$ cat config.mk
export PLATFORM = sky130hd
export DESIGN_NAME = utf8_to_ucs2_stream_decoder
export DESIGN_NICKNAME = d
export VERILOG_FILES = /design/src/sv/u8d_pkg.sv /design/src/sv/u8d_decode.sv /design/src/sv/u8d_outq.sv /design/src/sv/utf8_to_ucs2_stream_decoder.sv
export SDC_FILE = /design/constraint.sdc
export NUM_CORES = 1
export LEC_CHECK = 0
export BUFFER_PORTS_ARGS = -buffer_cell sky130_fd_sc_hd__buf_2
export CAP_MARGIN = 5
export CORE_ASPECT_RATIO = 0.9
export CORE_MARGIN = 2
export CORE_UTILIZATION = 50
export DETAILED_ROUTE_END_ITERATION = 8
export HOLD_SLACK_MARGIN = 0.05
export PLACE_DENSITY = 0.71
export SETUP_SLACK_MARGIN = 0.1
export SYNTH_ARGS = -nofsm -noshare
export SYNTH_HDL_FRONTEND = slang
export SYNTH_SLANG_ARGS = --single-unit
$ cat constraint.sdc
create_clock -name i_clk -period 12 [get_ports i_clk]
set_input_delay 1.2 -clock i_clk [delete_from_list [all_inputs] [get_ports i_clk]]
set_output_delay 1.2 -clock i_clk [all_outputs]
set_load 0.005 [all_outputs]
$ cat src/sv/u8d_pkg.sv
// ============================================================================
// u8d_pkg
// Types and constants shared by the UTF-8 to 16-bit code unit decoder.
// ============================================================================
`default_nettype none

package u8d_pkg;

    localparam logic [15:0] C_REPL       = 16'h005F;
    localparam logic [1:0]  C_HELD_NONE  = 2'd0;
    localparam logic [1:0]  C_HELD_LEAD  = 2'd1;
    localparam logic [1:0]  C_HELD_TWO   = 2'd2;
    localparam logic [2:0]  C_SKIP_F0    = 3'd3;
    localparam logic [2:0]  C_SKIP_F8    = 3'd4;
    localparam logic [2:0]  C_SKIP_FC    = 3'd5;
    localparam logic [2:0]  C_SKIP_NONE  = 3'd0;

    typedef struct packed {
        logic [7:0] byte_in;
        logic       final_byte;
    } t_in;

    typedef struct packed {
        logic [15:0] code_unit;
        logic        replaced;
        logic        run_end;
        logic        string_done;
    } t_res;

    typedef struct packed {
        logic [7:0] held_lead;
        logic [7:0] held_second;
        logic [1:0] held_count;
        logic [2:0] skip_left;
    } t_state;

    // results of one decode step, compacted to the front
    typedef struct packed {
        logic [1:0] num;
        t_res       res0;
        t_res       res1;
    } t_step;

endpackage

`default_nettype wire

$ cat src/sv/u8d_decode.sv
// ============================================================================
// u8d_decode
// Single step of the decoder: current state and one byte in, up to two
// result words and the next state out. Purely combinational.
// ============================================================================
`default_nettype none

module u8d_decode
    import u8d_pkg::*;
(
    input  var t_state i_state,
    input  var t_in    i_item,
    output var t_state o_state,
    output var t_step  o_step
);

    logic [7:0]  b;
    logic        cont;
    logic        do_start;
    logic        pre_v;
    logic [15:0] pre_cu;
    logic        pre_rep;
    logic        st_v;
    logic [15:0] st_cu;
    logic        st_rep;
    logic        fin_v;
    t_state      mid;
    t_res        r0;
    t_res        r1;
    logic [1:0]  num;
    logic        surrogate;
    logic        overlong;

    assign b    = i_item.byte_in;
    assign cont = (b[7:6] == 2'b10);

    assign surrogate = (i_state.held_lead[3:0] == 4'hD) && i_state.held_second[5];
    assign overlong  = (i_state.held_lead == 8'hE0) && (i_state.held_second[7:5] == 3'b100);

    always_comb begin
        mid      = i_state;
        do_start = 1'b0;
        pre_v    = 1'b0;
        pre_cu   = C_REPL;
        pre_rep  = 1'b1;
        st_v     = 1'b0;
        st_cu    = C_REPL;
        st_rep   = 1'b1;

        if (i_state.skip_left != C_SKIP_NONE) begin
            if (b[7]) begin
                mid.skip_left = i_state.skip_left - 3'd1;
            end else begin
                mid.skip_left = C_SKIP_NONE;
                do_start      = 1'b1;
            end
        end else if (i_state.held_count == C_HELD_NONE) begin
            do_start = 1'b1;
        end else if (!cont) begin
            // broken sequence: replace it, retake this byte as a lead
            mid.held_lead   = 8'h00;
            mid.held_second = 8'h00;
            mid.held_count  = C_HELD_NONE;
            pre_v           = 1'b1;
            do_start        = 1'b1;
        end else if (i_state.held_lead[7:4] != 4'hE) begin
            pre_v = 1'b1;
            if (i_state.held_lead[7:1] != 7'b1100000) begin
                pre_cu  = {5'd0, i_state.held_lead[4:0], b[5:0]};
                pre_rep = 1'b0;
            end
            mid.held_lead   = 8'h00;
            mid.held_second = 8'h00;
            mid.held_count  = C_HELD_NONE;
        end else if (i_state.held_count == C_HELD_LEAD) begin
            mid.held_second = b;
            mid.held_count  = C_HELD_TWO;
        end else begin
            pre_v = 1'b1;
            if (!(surrogate || overlong)) begin
                pre_cu  = {i_state.held_lead[3:0], i_state.held_second[5:0], b[5:0]};
                pre_rep = 1'b0;
            end
            mid.held_lead   = 8'h00;
            mid.held_second = 8'h00;
            mid.held_count  = C_HELD_NONE;
        end

        if (do_start) begin
            if (!b[7]) begin
                st_v   = 1'b1;
                st_cu  = {8'd0, b};
                st_rep = 1'b0;
            end else if (b[7:6] == 2'b10) begin
                st_v = 1'b1;
            end else if (b[7:4] != 4'hF) begin
                mid.held_lead   = b;
                mid.held_second = 8'h00;
                mid.held_count  = C_HELD_LEAD;
            end else begin
                st_v = 1'b1;
                if (!b[3]) begin
                    mid.skip_left = C_SKIP_F0;
                end else if (!b[2]) begin
                    mid.skip_left = C_SKIP_F8;
                end else if (!b[1]) begin
                    mid.skip_left = C_SKIP_FC;
                end
            end
        end

        // final byte: flush a truncated sequence and drop everything
        fin_v   = i_item.final_byte && (mid.held_count != C_HELD_NONE);
        o_state = mid;
        if (i_item.final_byte) begin
            o_state = '0;
        end
    end

    // a start that emits leaves nothing held, so at most two words survive
    always_comb begin
        r0 = '0;
        r1 = '0;
        if (pre_v) begin
            r0.code_unit = pre_cu;
            r0.replaced  = pre_rep;
        end else if (st_v) begin
            r0.code_unit = st_cu;
            r0.replaced  = st_rep;
        end else begin
            r0.code_unit = C_REPL;
            r0.replaced  = 1'b1;
        end
        if (pre_v && st_v) begin
            r1.code_unit = st_cu;
            r1.replaced  = st_rep;
        end else begin
            r1.code_unit = C_REPL;
            r1.replaced  = 1'b1;
        end

        num = {1'b0, pre_v} + {1'b0, st_v} + {1'b0, fin_v};

        if (num == 2'd2) begin
            r1.run_end     = 1'b1;
            r1.string_done = i_item.final_byte;
        end else begin
            r0.run_end     = 1'b1;
            r0.string_done = i_item.final_byte;
        end

        o_step.num  = num;
        o_step.res0 = r0;
        o_step.res1 = r1;
    end

endmodule

`default_nettype wire

$ cat src/sv/u8d_outq.sv
// ============================================================================
// u8d_outq
// Two-entry result queue: up to two words in per cycle, one out if not stalled.
// ============================================================================
`default_nettype none

module u8d_outq
    import u8d_pkg::*;
(
    input  var logic       i_clk,
    input  var logic       i_rst_n,
    input  var logic [1:0] i_push_num,
    input  var t_res       i_push0,
    input  var t_res       i_push1,
    output var logic [1:0] o_count,
    output var logic       o_out_valid,
    input  var logic       i_out_stall,
    output var t_res       o_out_data
);

    logic [1:0] r_cnt;
    logic [1:0] n_cnt;
    t_res       r_e0;
    t_res       r_e1;
    t_res       n_e0;
    t_res       n_e1;
    logic       pop;
    logic [1:0] cnt_after;

    assign pop       = (r_cnt != 2'd0) && !i_out_stall;
    assign cnt_after = r_cnt - {1'b0, pop};

    // caller guarantees count plus pushes never exceeds two
    always_comb begin
        n_e0 = pop ? r_e1 : r_e0;
        n_e1 = r_e1;
        if (cnt_after == 2'd0) begin
            n_e0 = i_push0;
            n_e1 = i_push1;
        end else if (cnt_after == 2'd1) begin
            n_e1 = i_push0;
        end
        n_cnt = cnt_after + i_push_num;
    end

    always_ff @(posedge i_clk) begin
        if (!i_rst_n) begin
            r_cnt <= 2'd0;
        end else begin
            r_cnt <= n_cnt;
        end
        r_e0 <= n_e0;
        r_e1 <= n_e1;
    end

    assign o_count     = r_cnt;
    assign o_out_valid = (r_cnt != 2'd0);
    assign o_out_data  = r_e0;

`ifndef NO_ASSERTIONS
    a_cnt_max: assert property (@(posedge i_clk) disable iff (!i_rst_n)
        r_cnt != 2'd3)
        else $error("result queue overfilled");

    a_done_is_end: assert property (@(posedge i_clk) disable iff (!i_rst_n)
        (o_out_valid && o_out_data.string_done) |-> o_out_data.run_end)
        else $error("string_done without run_end");
`endif

endmodule

`default_nettype wire

$ cat src/sv/utf8_to_ucs2_stream_decoder.sv
// ============================================================================
// utf8_to_ucs2_stream_decoder
// UTF-8 byte stream to 16-bit code unit decoder with '_' replacement.
// ============================================================================
// Accepts one byte per cycle and, with the output side free, sustains one
// byte per cycle while each byte gives at most one word. A byte is held in
// the input register while it is decoded, and its words are registered in
// the result queue, whose head drives the output. The rate is set by the
// one-result-per-cycle output port behind a two-entry result queue. The
// input stalls whenever the queue, counted before this cycle's output pop,
// cannot absorb the words of the byte held in the input register. A byte
// that yields two words (a broken sequence) therefore stalls the input,
// first for itself and then for the byte behind it, and leaves a one-cycle
// gap on the output. A queue left holding two words by an output stall
// stalls the next byte that gives a word until an output pop frees a slot.
// Bytes that are held as part of a sequence or swallowed after an F0..FD
// lead give no word.
`default_nettype none

module utf8_to_ucs2_stream_decoder
    import u8d_pkg::*;
(
    input  var logic i_clk,
    input  var logic i_rst_n,
    input  var logic i_in_valid,
    output var logic o_in_stall,
    input  var t_in  i_in_data,
    output var logic o_out_valid,
    input  var logic i_out_stall,
    output var t_res o_out_data
);

    logic       r_in_valid;
    t_in        r_in;
    t_state     r_state;
    t_state     dec_state;
    t_step      step;
    logic [1:0] q_count;
    logic [2:0] q_need;
    logic       move;
    logic       accept;
    logic [1:0] push_num;

    u8d_decode u_decode (
        .i_state (r_state),
        .i_item  (r_in),
        .o_state (dec_state),
        .o_step  (step)
    );

    // advance the held byte only when its words all fit in the queue
    assign q_need   = {1'b0, q_count} + {1'b0, step.num};
    assign move     = r_in_valid && (q_need <= 3'd2);
    assign push_num = move ? step.num : 2'd0;

    assign o_in_stall = r_in_valid && !move;
    assign accept     = i_in_valid && !o_in_stall;

    always_ff @(posedge i_clk) begin
        if (!i_rst_n) begin
            r_in_valid <= 1'b0;
            r_state    <= '0;
        end else begin
            if (accept) begin
                r_in_valid <= 1'b1;
            end else if (move) begin
                r_in_valid <= 1'b0;
            end
            if (move) begin
                r_state <= dec_state;
            end
        end
        if (accept) begin
            r_in <= i_in_data;
        end
    end

    u8d_outq u_outq (
        .i_clk       (i_clk),
        .i_rst_n     (i_rst_n),
        .i_push_num  (push_num),
        .i_push0     (step.res0),
        .i_push1     (step.res1),
        .o_count     (q_count),
        .o_out_valid (o_out_valid),
        .i_out_stall (i_out_stall),
        .o_out_data  (o_out_data)
    );

`ifndef NO_ASSERTIONS
    a_skip_excl: assert property (@(posedge i_clk) disable iff (!i_rst_n)
        (r_state.skip_left != C_SKIP_NONE) |-> (r_state.held_count == C_HELD_NONE))
        else $error("swallowing while a sequence is held");

    a_two_held: assert property (@(posedge i_clk) disable iff (!i_rst_n)
        (r_state.held_count == C_HELD_TWO) |-> (r_state.held_lead[7:4] == 4'hE))
        else $error("second byte held for a non three byte lead");

    a_final_clears: assert property (@(posedge i_clk) disable iff (!i_rst_n)
        (move && r_in.final_byte) |=> (r_state == '0))
        else $error("state not cleared after final byte");

    a_held_count: assert property (@(posedge i_clk) disable iff (!i_rst_n)
        r_state.held_count != 2'd3)
        else $error("held count out of range");
`endif

endmodule

`default_nettype wire
## Word-level counts from Yosys, hierarchy flattened

Cells that the tools add are included.
W data, S select, Z words.

| word-level totals | value |
|---|---|
| flip-flop bits (word level) | 71 |
| input bits | 13 |
| output and inout port bits | 21 |
| word-level logic and storage cells | 113 |

| cells by class | value |
|---|---|
| equal/unequal tests | 10 |
| reductions and logical operators | 20 |
| multiplexer cells | 60 |
| magnitude comparators | 1 |
| add/subtract/negate cells | 6 |

Operators with widths:

| kind | number |
|---|---|
| $mux W16 | 7 |
| $mux W18 | 5 |
| $mux W21 | 4 |
| $mux W19 | 4 |
| $mux W17 | 3 |
| $mux W1 | 24 |
| $mux W3 | 6 |
| $mux W11 | 1 |
| $mux W10 | 1 |
| $reduce_bool A2 Y1 | 5 |
| $eq A8 B8 Y1 const B | 1 |
| $logic_and A1 B1 Y1 | 8 |
| $mux W8 | 1 |
| $ne A4 B4 Y1 const B | 2 |
| $mux W7 | 1 |
| $ne A7 B7 Y1 const B | 1 |
| $mux W2 | 3 |
| $eq A2 B1 Y1 const B | 2 |
| $eq A2 B2 Y1 const B | 2 |
| $eq A4 B4 Y1 const B | 1 |
| $logic_not A2 Y1 | 2 |
| $add A2 B2 Y3 | 1 |
| $eq A3 B3 Y1 const B | 1 |
| $le A3 B2 Y1 const B | 1 |
| other kinds (8) | 10 |

## Depth between registers and ports, before layout

Gate-level depths: netlist (run 1).

| logic depth | value |
|---|---|
| word-level depth | 21 |
| gate-level depth with buffers | 19 |
| mapped depth without buffers | 17 |

## By module

From an unflattened synthesis (run 1), not the netlist that was laid out.

| unflattened totals | value |
|---|---|
| cells, all modules | 370 |
| area, all modules | 4095.2 um^2 |

By module, submodules not included:

| module | area each (um^2) | cells an instance | instances | seq. area each (um^2) |
|---|---|---|---|---|
| u8d_outq | 1848.0 | 98 | 1 | 1181.1 |
| utf8_to_ucs2_stream_decoder | 1229.9 | 111 | 1 | 710.7 |
| u8d_decode | 1017.2 | 161 | 1 | 0.0 |

## Worst setup path before layout (run 1)

Ideal clock, no wire load.

| timing | value |
|---|---|
| path type | reg-to-output |
| start point | register r_state[0] (netlist bit) |
| end point | output port o_in_stall |
| required time | 10.800 ns |
| arrival | 2.875 ns |
| buffers on the path | 1 |
| slack | 7.925 ns |
| stages on the path, launching flop included | 13 |
| cell sequence | dfxtp_1 > inv_1 > ha_1 > nand2b_1 > buf_2 > o21ai_0 > a21boi_0 > fa_1 > ha_1 > inv_1 > fa_1 > nand2b_1 > a21boi_0 |

| between the ends | value |
|---|---|
| longest elaborated chain between the ends | 14 |
| elaborated cells on any way between the ends | 18 |
| those cells by class | add/sub: 3; order compare: 1; mux: 8; reduce/logical: 6 |

Ends and longest elaborated chain:

| element | line | text |
|---|---|---|
| start: declaration | utf8_to_ucs2_stream_decoder.sv:35 | `t_state r_state;` |
| start signal: assignment | utf8_to_ucs2_stream_decoder.sv:70 | `r_state <= dec_state;` |
| $reduce_bool A3 Y1 (*) | u8d_decode.sv:50 | `if (i_state.skip_left != C_SKIP_NONE) begin` |
| $mux W18 | u8d_decode.sv:50 |  |
| $mux W18 | u8d_decode.sv:96 | `end else if (b[7:4] != 4'hF) begin` |
| $mux W21 | u8d_decode.sv:94 | `end else if (b[7:6] == 2'b10) begin` |
| $mux W21 | u8d_decode.sv:90 | `if (!b[7]) begin` |
| $mux W21 | u8d_decode.sv:89 | `if (do_start) begin` |
| $reduce_bool A2 Y1 | u8d_decode.sv:113 | `fin_v = i_item.final_byte && (mid.held_count != C_HELD_NONE);` |
| $logic_and A1 B1 Y1 | u8d_decode.sv:113 |  |
| $add A2 B1 Y2 (*) | u8d_decode.sv:142 | `num = {1'b0, pre_v} + {1'b0, st_v} + {1'b0, fin_v};` |
| $add A2 B2 Y3 (*) | utf8_to_ucs2_stream_decoder.sv:52 | `assign q_need = {1'b0, q_count} + {1'b0, step.num};` |
| $le A3 B2 Y1 (*) | utf8_to_ucs2_stream_decoder.sv:53 | `assign move = r_in_valid && (q_need <= 3'd2);` |
| $logic_and A1 B1 Y1 (*) | utf8_to_ucs2_stream_decoder.sv:53 |  |
| $logic_not A1 Y1 (*) | utf8_to_ucs2_stream_decoder.sv:56 | `assign o_in_stall = r_in_valid && !move;` |
| $logic_and A1 B1 Y1 (*) | utf8_to_ucs2_stream_decoder.sv:56 |  |
| end: declaration | utf8_to_ucs2_stream_decoder.sv:26 | `output var logic o_in_stall,` |

Every way passes the cells marked *; elsewhere a longest branch is shown, timed or not.

## Final worst setup path (run 1)

Same ends and word-level chain as after synthesis.

==> results of run 1 <==
## per-stage QoR
stage | cell area, um^2 | hold slack [ps] | worst slack [ps]
2_1_floorplan | 3460 | 415 | 7920
3_3_place_gp | 3690 | 430 | 7560
3_5_place_dp | 3690 | 434 | 7440
4_1_cts | 3890 | 446 | 7030
5_1_grt | 3890 | 463 | 6790
6_report | 3890 | 446 | 7010
## flip-flops by register name, indices dropped and copies added, names as in the netlist
name and count:
r_in 9, u_outq.r_e1 19, r_in_valid 1, u_outq.o_out_data 19
u_outq.o_count 2, r_state 21
## cell families (layout without fill, tap and decap cells)
group / Yosys count / after routing / synth area share
DFF: 71 / 71 / 0.547
and+or+nand+nor: 103 / 103 / 0.164
xor gates and xnor gates: 3 / 3 / 0.00759
AOI/OAI and AO/OA: 92 / 92 / 0.199
muxes: 6 / 6 / 0.0177
adders and majority gates: 7 / 7 / 0.0296
buffers and inverters: 28 / 67 / 0.0358
## power breakdown
part	internal (mW)	leakage, nW	switching, mW
clock network	0.0970	0.0968	0.0932
logic	0.0843	0.639	0.185
registers	0.361	0.664	0.0223
## placed cells by master, fill, tap and decap left out, types with 2 or more instances in the layout
cell                       Yosys  layout
sky130_fd_sc_hd__clkinv_4      0       2
sky130_fd_sc_hd__nor4_1        8       8
sky130_fd_sc_hd__and3_1        2       2
sky130_fd_sc_hd__nor4b_1       2       2
sky130_fd_sc_hd__a211oi_1      2       2
sky130_fd_sc_hd__a31oi_1      13      13
sky130_fd_sc_hd__nor2_1       22      22
sky130_fd_sc_hd__ha_1          5       5
sky130_fd_sc_hd__and2_1       10      10
sky130_fd_sc_hd__o21ai_0      18      17
sky130_fd_sc_hd__nor2b_1       4       4
sky130_fd_sc_hd__edfxtp_1     47      47
sky130_fd_sc_hd__nand3_1       9       9
sky130_fd_sc_hd__or3_1         2       2
sky130_fd_sc_hd__mux2i_1       5       5
sky130_fd_sc_hd__nand4_1       3       3
sky130_fd_sc_hd__a21o_1        2       2
sky130_fd_sc_hd__nand2b_1      3       3
sky130_fd_sc_hd__buf_2         3      33
sky130_fd_sc_hd__and4b_1       2       2
sky130_fd_sc_hd__clkbuf_8      0       9
sky130_fd_sc_hd__o22ai_1       2       2
sky130_fd_sc_hd__nand2_1      19      19
sky130_fd_sc_hd__inv_1        15      15
sky130_fd_sc_hd__nand3b_1      2       2
sky130_fd_sc_hd__a32o_1        5       5
sky130_fd_sc_hd__a21oi_1      16      16
sky130_fd_sc_hd__o21ai_2       1       2
sky130_fd_sc_hd__a21boi_0      2       2
sky130_fd_sc_hd__xnor2_1       2       2
sky130_fd_sc_hd__fa_1          2       2
sky130_fd_sc_hd__o21a_1        2       2
sky130_fd_sc_hd__o31ai_2       4       4
sky130_fd_sc_hd__a22o_1       14      14
sky130_fd_sc_hd__nor3_1        8       8
sky130_fd_sc_hd__dfxtp_1      24      24
## how the worst max path moves through the flow
stage	from	end	depth (start not counted)
6_report	r_state[0]	o_in_stall	11
5_1_grt	r_in[8]	o_in_stall	11
4_1_cts	r_in[8]	o_in_stall	11
3_5_place_dp	r_state[0]	o_in_stall	11
3_3_place_gp	r_in[8]	o_in_stall	11
2_1_floorplan	r_state[0]	o_in_stall	12
## layer usage
layer	share of wire	wire length [um]	vias to the layer above	GRT usage
li1	-	-	1258	-
met1	0.46	3340	1216	0.270
met2	0.46	3350	106	0.303
met3	0.075	552	12	0.0744
met4	0.013	92	0	0.0801
met5	0	0	-	0
## final cells by class
| class | count | area [um^2] | area share |
|---|---|---|---|
| clock buffer | 10 | 128 | 0.0328 |
| clock inverter | 6 | 68.8 | 0.0177 |
| inverter | 17 | 63.8 | 0.0164 |
| multi-input combinational | 211 | 1450 | 0.373 |
| sequential | 71 | 1890 | 0.487 |
| tap | 90 | 113 | 0.0290 |
| timing repair buffer | 34 | 173 | 0.0444 |
## worst max-delay path, stage by stage (launching register included)
cell                       delay (ps)
sky130_fd_sc_hd__dfxtp_1          330
sky130_fd_sc_hd__inv_1             90
sky130_fd_sc_hd__ha_1             260
sky130_fd_sc_hd__nand2b_1         320
sky130_fd_sc_hd__a211oi_1         530
sky130_fd_sc_hd__fa_1             550
sky130_fd_sc_hd__ha_1             200
sky130_fd_sc_hd__inv_1             70
sky130_fd_sc_hd__fa_1             400
sky130_fd_sc_hd__nand2b_1         190
sky130_fd_sc_hd__a21boi_0         320
sky130_fd_sc_hd__buf_2            180
==> run summary, run 1 <==
FINAL LAYOUT
-----------------------------------------------------------------------------------------------
Fillcell total                                                                              548
Number of antenna cells inserted                                                              0
Core occupancy in the finished layout                                                     0.587
Non-filler cells, final                                                                     439
Share of post-route cells with drive strength above 1                                     0.189
Area overhead of the layout relative to synthesis                                         12.3%
Number of nets in the finished design                                                       364

CLOCKING
-----------------------------------------------------------------------------------------------
TritonCTS Buffers                                                                             9
Worst-case clock buffer depth                                                                 2
CTS sink cnt                                                                                 71
Total setup buffers inserted after CTS                                                        0
CTS tree                                                                                    yes
Clk Latency, worst-skew pair                                                             360 ps
Post-CTS Hold Buffers                                                                         0
Clock input transition at the sequential cells of the worst setup and hold paths          80 ps
CTS root buf                                                                       sky130_fd_sc_hd__clkbuf_8
CTS H-Tree Depth                                                                              3
Resized Gates After CTS                                                                       0

DRT
-----------------------------------------------------------------------------------------------
Number of iterations in the first detailed-routing pass                                       5
Antenna Nets Post-Route                                                                       0
Total wirelength of the detailed-routed design                                          7340 um
Routed vias/inst                                                                           5.90
Count of vias placed by the detailed router                                                2592
DR iter-0 viols                                                                             256
Post-detailed-route DRC marker count                                                          0
Routed length per instance                                                              16.7 um

JOB
-----------------------------------------------------------------------------------------------
Reported max-cap violation count                                                              0

GLOBAL ROUTE
-----------------------------------------------------------------------------------------------
Wire length of the first global-routing pass                                           12000 um
GRT overflow                                                                                  0
Via count of the first global-routing pass                                                 2376
Global-route usage over all layers                                                        0.203
Largest net degree at the start of global routing                                            24
Initial antenna violation count                                                               0

DIE
-----------------------------------------------------------------------------------------------
Die outline width                                                                       91.7 um
Starting density of the core                                                              0.523
Placement row count                                                                          28
Die ar.                                                                               7600 um^2
Vertical die dimension                                                                  82.9 um
IO Count                                                                                     34
Core ar.                                                                              6620 um^2

TIMING
-----------------------------------------------------------------------------------------------
Total count of max-transition violations in the final report                                  0
Tightest slew margin relative to the limit                                                0.262
Number of hold violations in the final report                                                 0
Slew at the pin closest to its max-slew limit                                           1100 ps
Fmax achieved                                                                           200 MHz
Setup TNS Final                                                                            0 ps
Fin crit period                                                                         4990 ps
Worst clock skew                                                                        16.4 ps
Ratio of final minimum period to clock period                                             0.416
Unrepaired setup endpoints after global routing                                              no
Final setup violating endpoints                                                               0

WORST SETUP PATH
-----------------------------------------------------------------------------------------------
R2R depth                                                                                    15
Crit start category                                                                   flip-flop
Reg2reg end                                                                        u_outq.o_count[1]
Worst path required time                                                               10800 ps
Category of the worst setup path capture point                                       output pin
Launch instance of the worst register-to-register path                               r_state[0]
Largest fanout of any net on the critical path                                               11
Arrival time of data at the critical path endpoint                                      3790 ps
Critical setup path kind                                                           flip-flop to output pin
Slack of the worst reg-to-reg path                                                      7720 ps

LOGIC SYNTHESIS
-----------------------------------------------------------------------------------------------
Distinct cells, synth                                                                        58
Number of storage elements in the synthesis netlist                                          71
Number of instances in the synthesized netlist                                              310
Asr flop ratio synth                                                                          0
Mean instance size in the synthesized netlist                                         11.2 um^2
Most common flop cell mapped by yosys                                              sky130_fd_sc_hd__edfxtp_1
Ranking of synthesized cells by area                                               sky130_fd_sc_hd__edfxtp_1 (41%), sky130_fd_sc_hd__dfxtp_1 (14%), sky130_fd_sc_hd__a22o_1 (3.5%)
Leading cell type by number of instances after synthesis                           sky130_fd_sc_hd__edfxtp_1
Netlist area before placement                                                         3460 um^2
Number of enable-type register cells in the synthesized netlist                              47
Area fraction of the dominant cell type after synthesis                                   0.408
Number of warning messages in the yosys log                                                   0
Synth area leader                                                                  sky130_fd_sc_hd__edfxtp_1
Most frequent cells after synthesis                                                sky130_fd_sc_hd__edfxtp_1 (47), sky130_fd_sc_hd__dfxtp_1 (24), sky130_fd_sc_hd__nor2_1 (22), sky130_fd_sc_hd__nand2_1 (19), sky130_fd_sc_hd__o21ai_0 (18)
Synth Net Count                                                                             330
Share of synthesized area occupied by flip-flops and latches                              0.547

POWER AND IR DROP
-----------------------------------------------------------------------------------------------
Total power consumption of the routed design                                           0.843 mW
Worst ir drop on vdd                                                                   0.132 mV
Static leakage power                                                                    1.40 nW
Pwr Density                                                                         217 nW/um^2

PLACE
-----------------------------------------------------------------------------------------------
Total of buffers placed on input and output ports                                            33
Global placement routability congestion                                                   0.908
Total placed cells including tap cells                                                      423
DP Wirelength                                                                           5150 um

MIN PATH
-----------------------------------------------------------------------------------------------
Min-Delay Path Depth                                                                          2
Hold Startpoint                                                                     r_state[11]
WHS Endpoint                                                                        r_state[11]
Classification of the worst-slack hold path                                        flip-flop to flip-flop

STATUS
-----------------------------------------------------------------------------------------------
Status                                                                             finished clean

(Power assumes the default switching activity.)
==> run 2, diff against run 1 <==
- ABC_AREA: default -> 1
- clock period: 12 -> 4.7 ns (I/O delays scaled with it)
==> run summary, run 2 <==
LOGIC SYNTHESIS
-----------------------------------------------------------------------------------------------
Synth area leader                                                                  sky130_fd_sc_hd__edfxtp_1
Area fraction of the dominant cell type after synthesis                                   0.388
Number of instances in the synthesized netlist                                              440
Post-synthesis simple-gate area fraction                                                  0.260
Compound-gate portion of the synthesized area                                             0.116
Most common flop cell mapped by yosys                                              sky130_fd_sc_hd__edfxtp_1
Mux share of post-synthesis cell area                                                         0
Number of storage elements in the synthesis netlist                                          71
Synth Net Count                                                                             460
Share of synthesized area occupied by flip-flops and latches                              0.520
Leading cell type by number of instances after synthesis                           sky130_fd_sc_hd__nand2_1
Netlist area before placement                                                         3640 um^2
Most frequent cells after synthesis                                                sky130_fd_sc_hd__nand2_1 (131), sky130_fd_sc_hd__nor2_1 (48), sky130_fd_sc_hd__edfxtp_1 (47), sky130_fd_sc_hd__inv_1 (43), sky130_fd_sc_hd__a21oi_1 (34)
Asr flop ratio synth                                                                          0
Post-synthesis xor/xnor area fraction                                                   0.00481
Number of warning messages in the yosys log                                                   0
Mean instance size in the synthesized netlist                                         8.27 um^2
Distinct cells, synth                                                                        36
Largest family of logic cells by synthesized area                                  simple AND/OR/NAND/NOR gates
Adder-cell area share of the yosys netlist                                               0.0282
Number of enable-type register cells in the synthesized netlist                              47
Ranking of synthesized cells by area                                               sky130_fd_sc_hd__edfxtp_1 (39%), sky130_fd_sc_hd__nand2_1 (14%), sky130_fd_sc_hd__dfxtp_1 (13%)

WORST SETUP PATH
-----------------------------------------------------------------------------------------------
Critical setup path kind                                                           flip-flop to output pin
Cell chain of the critical path                                                    nand2_1 -> a21oi_1 -> nand2_2 -> o21ai_0 -> nor2_1 -> nor2_1 -> fa_1 -> ha_1 -> inv_1 -> fa_1 -> o21ai_0 -> nand2_1 -> inv_1 -> buf_2
Arrival time of data at the critical path endpoint                                      3520 ps
Crit start category                                                                   flip-flop
Largest fanout of any net on the critical path                                               10
Slack of the worst reg-to-reg path                                                       740 ps
Worst stage delay on the critical path                                                   560 ps
Worst path required time                                                                4230 ps
Cell at the slowest stage of the critical path                                     sky130_fd_sc_hd__edfxtp_1
Category of the worst setup path capture point                                       output pin

DRT
-----------------------------------------------------------------------------------------------
DR iter-0 viols                                                                             191
Routed length per instance                                                              13.9 um
Antenna Nets Post-Route                                                                       0
Post-detailed-route DRC marker count                                                          0
Count of vias placed by the detailed router                                                3005
Number of iterations in the first detailed-routing pass                                       5
Total wirelength of the detailed-routed design                                          7950 um
Routed vias/inst                                                                           5.24

POWER AND IR DROP
-----------------------------------------------------------------------------------------------
Worst ir drop on vdd                                                                   0.293 mV
Static leakage power                                                                    1.71 nW
Pwr Density                                                                         508 nW/um^2

DIE
-----------------------------------------------------------------------------------------------
Die outline width                                                                       94.0 um
Starting density of the core                                                              0.517
Core ar.                                                                              7040 um^2
Vertical die dimension                                                                  85.0 um
Die ar.                                                                               7980 um^2
Placement row count                                                                          29
IO Count                                                                                     34

GLOBAL ROUTE
-----------------------------------------------------------------------------------------------
Largest net degree at the start of global routing                                            35
Initial antenna violation count                                                               0
GRT overflow                                                                                  0
Via count of the first global-routing pass                                                 2754
Global-route usage over all layers                                                        0.221
Wire length of the first global-routing pass                                           13600 um

FINAL LAYOUT
-----------------------------------------------------------------------------------------------
Area overhead of the layout relative to synthesis                                         11.6%
Most frequent cells in the layout                                                  sky130_fd_sc_hd__nand2_1 (131), sky130_fd_sc_hd__nor2_1 (48), sky130_fd_sc_hd__edfxtp_1 (47)
Number of nets in the finished design                                                       495
Register ranked first by flip-flop count                                                r_state
Commonest non-fill, non-tap cell in the layout                                     sky130_fd_sc_hd__nand2_1
Non-Filler Cell Area, Final                                                           4070 um^2
Number of antenna cells inserted                                                              0
Core occupancy in the finished layout                                                     0.577
Flip-flop count of the largest register after layout                                         21
Non-filler cells, final                                                                     573
Share of post-route cells with drive strength above 1                                     0.158

TIMING
-----------------------------------------------------------------------------------------------
Worst-case setup margin in the final layout                                              709 ps
Tightest slew margin relative to the limit                                                0.347
Total count of max-transition violations in the final report                                  0
Fmax achieved                                                                           251 MHz
Final setup violating endpoints                                                               0
Unrepaired setup endpoints after global routing                                              no
Slew at the pin closest to its max-slew limit                                            978 ps
Number of hold violations in the final report                                                 0
Worst clock skew                                                                        9.97 ps
Fin crit period                                                                         3990 ps
Setup TNS Final                                                                            0 ps
Ratio of final minimum period to clock period                                             0.849

CLOCKING
-----------------------------------------------------------------------------------------------
TritonCTS Buffers                                                                             9
Total setup buffers inserted after CTS                                                        0
Worst-case clock buffer depth                                                                 2
Post-CTS Hold Buffers                                                                         0
Clk Latency, worst-skew pair                                                             340 ps
CTS root buf                                                                       sky130_fd_sc_hd__clkbuf_8
Resized Gates After CTS                                                                       0
CTS sink cnt                                                                                 71
Clock input transition at the sequential cells of the worst setup and hold paths          70 ps
CTS tree                                                                                    yes
CTS H-Tree Depth                                                                              3

PLACE
-----------------------------------------------------------------------------------------------
Total placed cells including tap cells                                                      557
Post-Place Setup Slack                                                                   794 ps
Total of buffers placed on input and output ports                                            33
Cell Area, Placed                                                                     3870 um^2
DP Wirelength                                                                           5940 um
Global placement routability congestion                                                   0.952

STATUS
-----------------------------------------------------------------------------------------------
Status                                                                             finished clean

MIN PATH
-----------------------------------------------------------------------------------------------
Classification of the worst-slack hold path                                        input port to flip-flop

JOB
-----------------------------------------------------------------------------------------------
Reported max-cap violation count                                                              0

[run 2: kinds of logic (layout without fill, tap and decap cells)]
group / after synthesis / in the layout
AO/OA/AOI/OAI: 77 / 77
XOR/XNOR: 2 / 2
adder cells (fa/ha/maj): 7 / 7
buffers and inverters: 61 / 101
flip-flops: 71 / 71
AND/OR/NAND/NOR: 222 / 222
[run 2: path summary, 6_finish.rpt]
check / start / to / cells after the start
worst max-delay path: r_in[8] / o_in_stall / 14
worst min-delay path: i_in_data[0] / r_in[0] / 1
worst max register to register: r_state[0] / r_state[12] / 17
worst min register to register: r_state[11] / r_state[11] / 2
[run 2: worst max-delay path, delay by kind of cell, from the launching register on]
family	cells	cell delay, ps
adders and majority gates	3	1110
and+or+nand+nor	5	630
AOI/OAI and AO/OA	3	620
DFF	1	560
buffers and inverters	3	270
[run 2: power by group]
part	internal (mW)	switching, mW	total [mW]
logic	0.196	0.439	0.634
clock network	0.245	0.230	0.475
registers	0.905	0.0512	0.957
total	1.35	0.720	2.07
[run 2: stage by stage]
stage               hold slack, ps  power (mW)
floorplan                      424        1.40
global placement               451        1.59
detailed placement             456        1.61
CTS                            288        2.08
global route                   283        2.22
finish                         300        2.07
[run 2: final cells by class]
cell class / instances / area, um^2
fillers: 675 / 2970
flip-flops and latches: 71 / 1890
multi-input cells: 308 / 1490
repair buffers: 36 / 188
inverters: 49 / 184
clock buffers: 9 / 124
well taps: 93 / 116
clock inverters: 7 / 71.3
[run 2: routing by layer]
metal | global-route usage | routed length [um] | vias to the layer above | part of all wire
met1 | 0.317 | 3780 | 1385 | 0.48
met2 | 0.331 | 3520 | 100 | 0.44
li1 | - | - | 1509 | -
met5 | 0 | 0 | - | 0
met4 | 0.0843 | 160 | 0 | 0.020
met3 | 0.0444 | 488 | 11 | 0.061
==> run 3, diff against run 2 <==
- PLACE_DENSITY: 0.71 -> 0.74
- clock period: 4.7 -> 3.3 ns (I/O delays scaled with it)
==> run summary, run 3 (synthesis results as in run 2) <==
GLOBAL ROUTE
-----------------------------------------------------------------------------------------------
Global-route usage over all layers                                                        0.239
Largest net degree at the start of global routing                                            29
Via count of the first global-routing pass                                                 3210
GRT overflow                                                                                  0
Initial antenna violation count                                                               0
Wire length of the first global-routing pass                                           14700 um

FINAL LAYOUT
-----------------------------------------------------------------------------------------------
Area overhead of the layout relative to synthesis                                         30.5%
Flip-flop count of the largest register after layout                                         21
Share of post-route cells with drive strength above 1                                     0.354
Register ranked first by flip-flop count                                                r_state
Core occupancy in the finished layout                                                     0.675
Non-filler cells, final                                                                     616
Fillcell total                                                                              548
Number of antenna cells inserted                                                              0
Most frequent cells in the layout                                                  sky130_fd_sc_hd__nand2_1 (122), sky130_fd_sc_hd__edfxtp_1 (47), sky130_fd_sc_hd__nor2_1 (37)
Commonest non-fill, non-tap cell in the layout                                     sky130_fd_sc_hd__nand2_1
Number of nets in the finished design                                                       538
Non-Filler Cell Area, Final                                                           4750 um^2

DIE
-----------------------------------------------------------------------------------------------
IO Count                                                                                     34
Vertical die dimension                                                                  85.0 um
Placement row count                                                                          29
Core ar.                                                                              7040 um^2
Die outline width                                                                       94.0 um
Die ar.                                                                               7980 um^2
Starting density of the core                                                              0.517

CLOCKING
-----------------------------------------------------------------------------------------------
CTS sink cnt                                                                                 71
Clk Latency, worst-skew pair                                                             360 ps
TritonCTS Buffers                                                                             9
Clock input transition at the sequential cells of the worst setup and hold paths          70 ps
Worst-case clock buffer depth                                                                 2
Post-CTS Hold Buffers                                                                         0
CTS tree                                                                                    yes
CTS H-Tree Depth                                                                              3
CTS root buf                                                                       sky130_fd_sc_hd__clkbuf_8

POWER AND IR DROP
-----------------------------------------------------------------------------------------------
Internal Power                                                                          2.13 mW
Total power consumption of the routed design                                            3.24 mW
Fraction of power consumed by combinational cells                                         0.344
Net Sw Power                                                                            1.11 mW
Seq pwr share                                                                             0.421
Pwr Density                                                                         682 nW/um^2
Static leakage power                                                                    2.01 nW
Worst ir drop on vdd                                                                   0.299 mV
Switching Share                                                                           0.343
Proportion of power drawn by the clock network                                            0.235

PLACE
-----------------------------------------------------------------------------------------------
Global placement routability congestion                                                   0.949
Post-Place Setup Slack                                                                 -36.5 ps
Total placed cells including tap cells                                                      574
Total of buffers placed on input and output ports                                            33
Cell Area, Placed                                                                     4070 um^2
DP Wirelength                                                                           6310 um

TIMING
-----------------------------------------------------------------------------------------------
Fmax achieved                                                                           286 MHz
Smallest hold slack                                                                      152 ps
Ratio of final minimum period to clock period                                              1.06
Tightest slew margin relative to the limit                                                0.505
Unrepaired setup endpoints after global routing                                             yes
Worst-case setup margin in the final layout                                             -196 ps
Number of hold violations in the final report                                                 0
Worst clock skew                                                                        12.4 ps
Fin crit period                                                                         3500 ps
Slew at the pin closest to its max-slew limit                                            741 ps
Total count of max-transition violations in the final report                                  0
Final setup violating endpoints                                                              28
Setup TNS Final                                                                        -2980 ps

DRT
-----------------------------------------------------------------------------------------------
Routed vias/inst                                                                           5.46
Routed length per instance                                                              15.9 um
Number of iterations in the first detailed-routing pass                                       5
Total wirelength of the detailed-routed design                                          9800 um
Count of vias placed by the detailed router                                                3364
Antenna Nets Post-Route                                                                       0
Post-detailed-route DRC marker count                                                          0
DR iter-0 viols                                                                             337

MIN PATH
-----------------------------------------------------------------------------------------------
Min-Delay Path Depth                                                                          1
Classification of the worst-slack hold path                                        input port to flip-flop

STATUS
-----------------------------------------------------------------------------------------------
Status                                                                             complete, but fails checks
Violations in the final reports                                                    setup timing

WORST SETUP PATH
-----------------------------------------------------------------------------------------------
Crit start category                                                                   flip-flop
Cell at the slowest stage of the critical path                                     sky130_fd_sc_hd__edfxtp_1
Cell count along the critical path                                                           15
Critical setup path kind                                                           flip-flop to output pin
Cell chain of the critical path                                                    nand2_4 -> nor2_4 -> nand2_2 -> o22ai_4 -> nor2_2 -> nor2_2 -> fa_1 -> ha_2 -> inv_2 -> fa_1 -> o21ai_2 -> buf_6 -> nand2_4 -> inv_2 -> buf_2
Buffer and inverter count on the worst path                                                   4
Arrival time of data at the critical path endpoint                                      3170 ps
R2R depth                                                                                    19
Worst path required time                                                                2970 ps
Critical path's top delay family                                                    adder cells
Category of the worst setup path capture point                                       output pin
Largest fanout of any net on the critical path                                                4
Worst stage delay on the critical path                                                   500 ps

JOB
-----------------------------------------------------------------------------------------------
Reported max-cap violation count                                                              0

-- run 3: cell types whose count changed in the layout (fill, tap and decap cells not counted), moves of 8 or more --
cell | previous run | this run
sky130_fd_sc_hd__buf_6 | 0 | 9
sky130_fd_sc_hd__o21ai_2 | 0 | 8
sky130_fd_sc_hd__nand2_4 | 3 | 12
sky130_fd_sc_hd__nor2_1 | 48 | 37
sky130_fd_sc_hd__a21oi_2 | 0 | 12
sky130_fd_sc_hd__o21ai_0 | 28 | 19
sky130_fd_sc_hd__a21oi_1 | 34 | 21
sky130_fd_sc_hd__nand2_1 | 131 | 122
sky130_fd_sc_hd__buf_4 | 3 | 36
sky130_fd_sc_hd__inv_1 | 43 | 33
-- run 3: final timing paths --
check / startpoint / endpoint / slack, ps
setup reg to reg: r_in[8] / r_in[0] / -190
hold / removal: i_in_data[7] / r_in[7] / 150
hold reg to reg: r_state[11] / r_state[11] / 490
setup / recovery: r_in[8] / o_in_stall / -200
-- run 3: repair_timing --
action | 4_1_cts | 5_1_grt
setup endpoints to repair | 31 | 33
gates resized for setup | 26 | 59
buffers inserted | 18 | 7
hold endpoints to repair | 0 | 0
gates cloned | 1 | 0
pin swaps | 11 | 19
-- run 3: per-layer routing --
layer	up-vias	GRT usage	wire, um	share of wire
met3	59	0.0542	731	0.075
met5	-	0	0	0
li1	1592	-	-	-
met4	0	0.107	457	0.047
met2	172	0.399	4710	0.48
met1	1541	0.295	3890	0.40
-- run 3: layout make-up --
type | count | area [um^2] | share of cell area
tap | 93 | 116 | 0.0245
clock buffer | 11 | 131 | 0.0277
multi-input combinational | 308 | 1770 | 0.372
inverter | 49 | 199 | 0.0419
timing repair buffer | 79 | 552 | 0.116
clock inverter | 5 | 83.8 | 0.0176
sequential | 71 | 1900 | 0.400
-- run 3: power groups by stage --
stage,registers (mW),logic (mW),clock network [mW]
4_1_cts,1.36,1.00,0.764
3_3_place_gp,1.37,0.915,0
2_1_floorplan,1.38,0.636,0
5_1_grt,1.39,1.25,0.806
6_report,1.36,1.11,0.761
3_5_place_dp,1.38,0.941,0
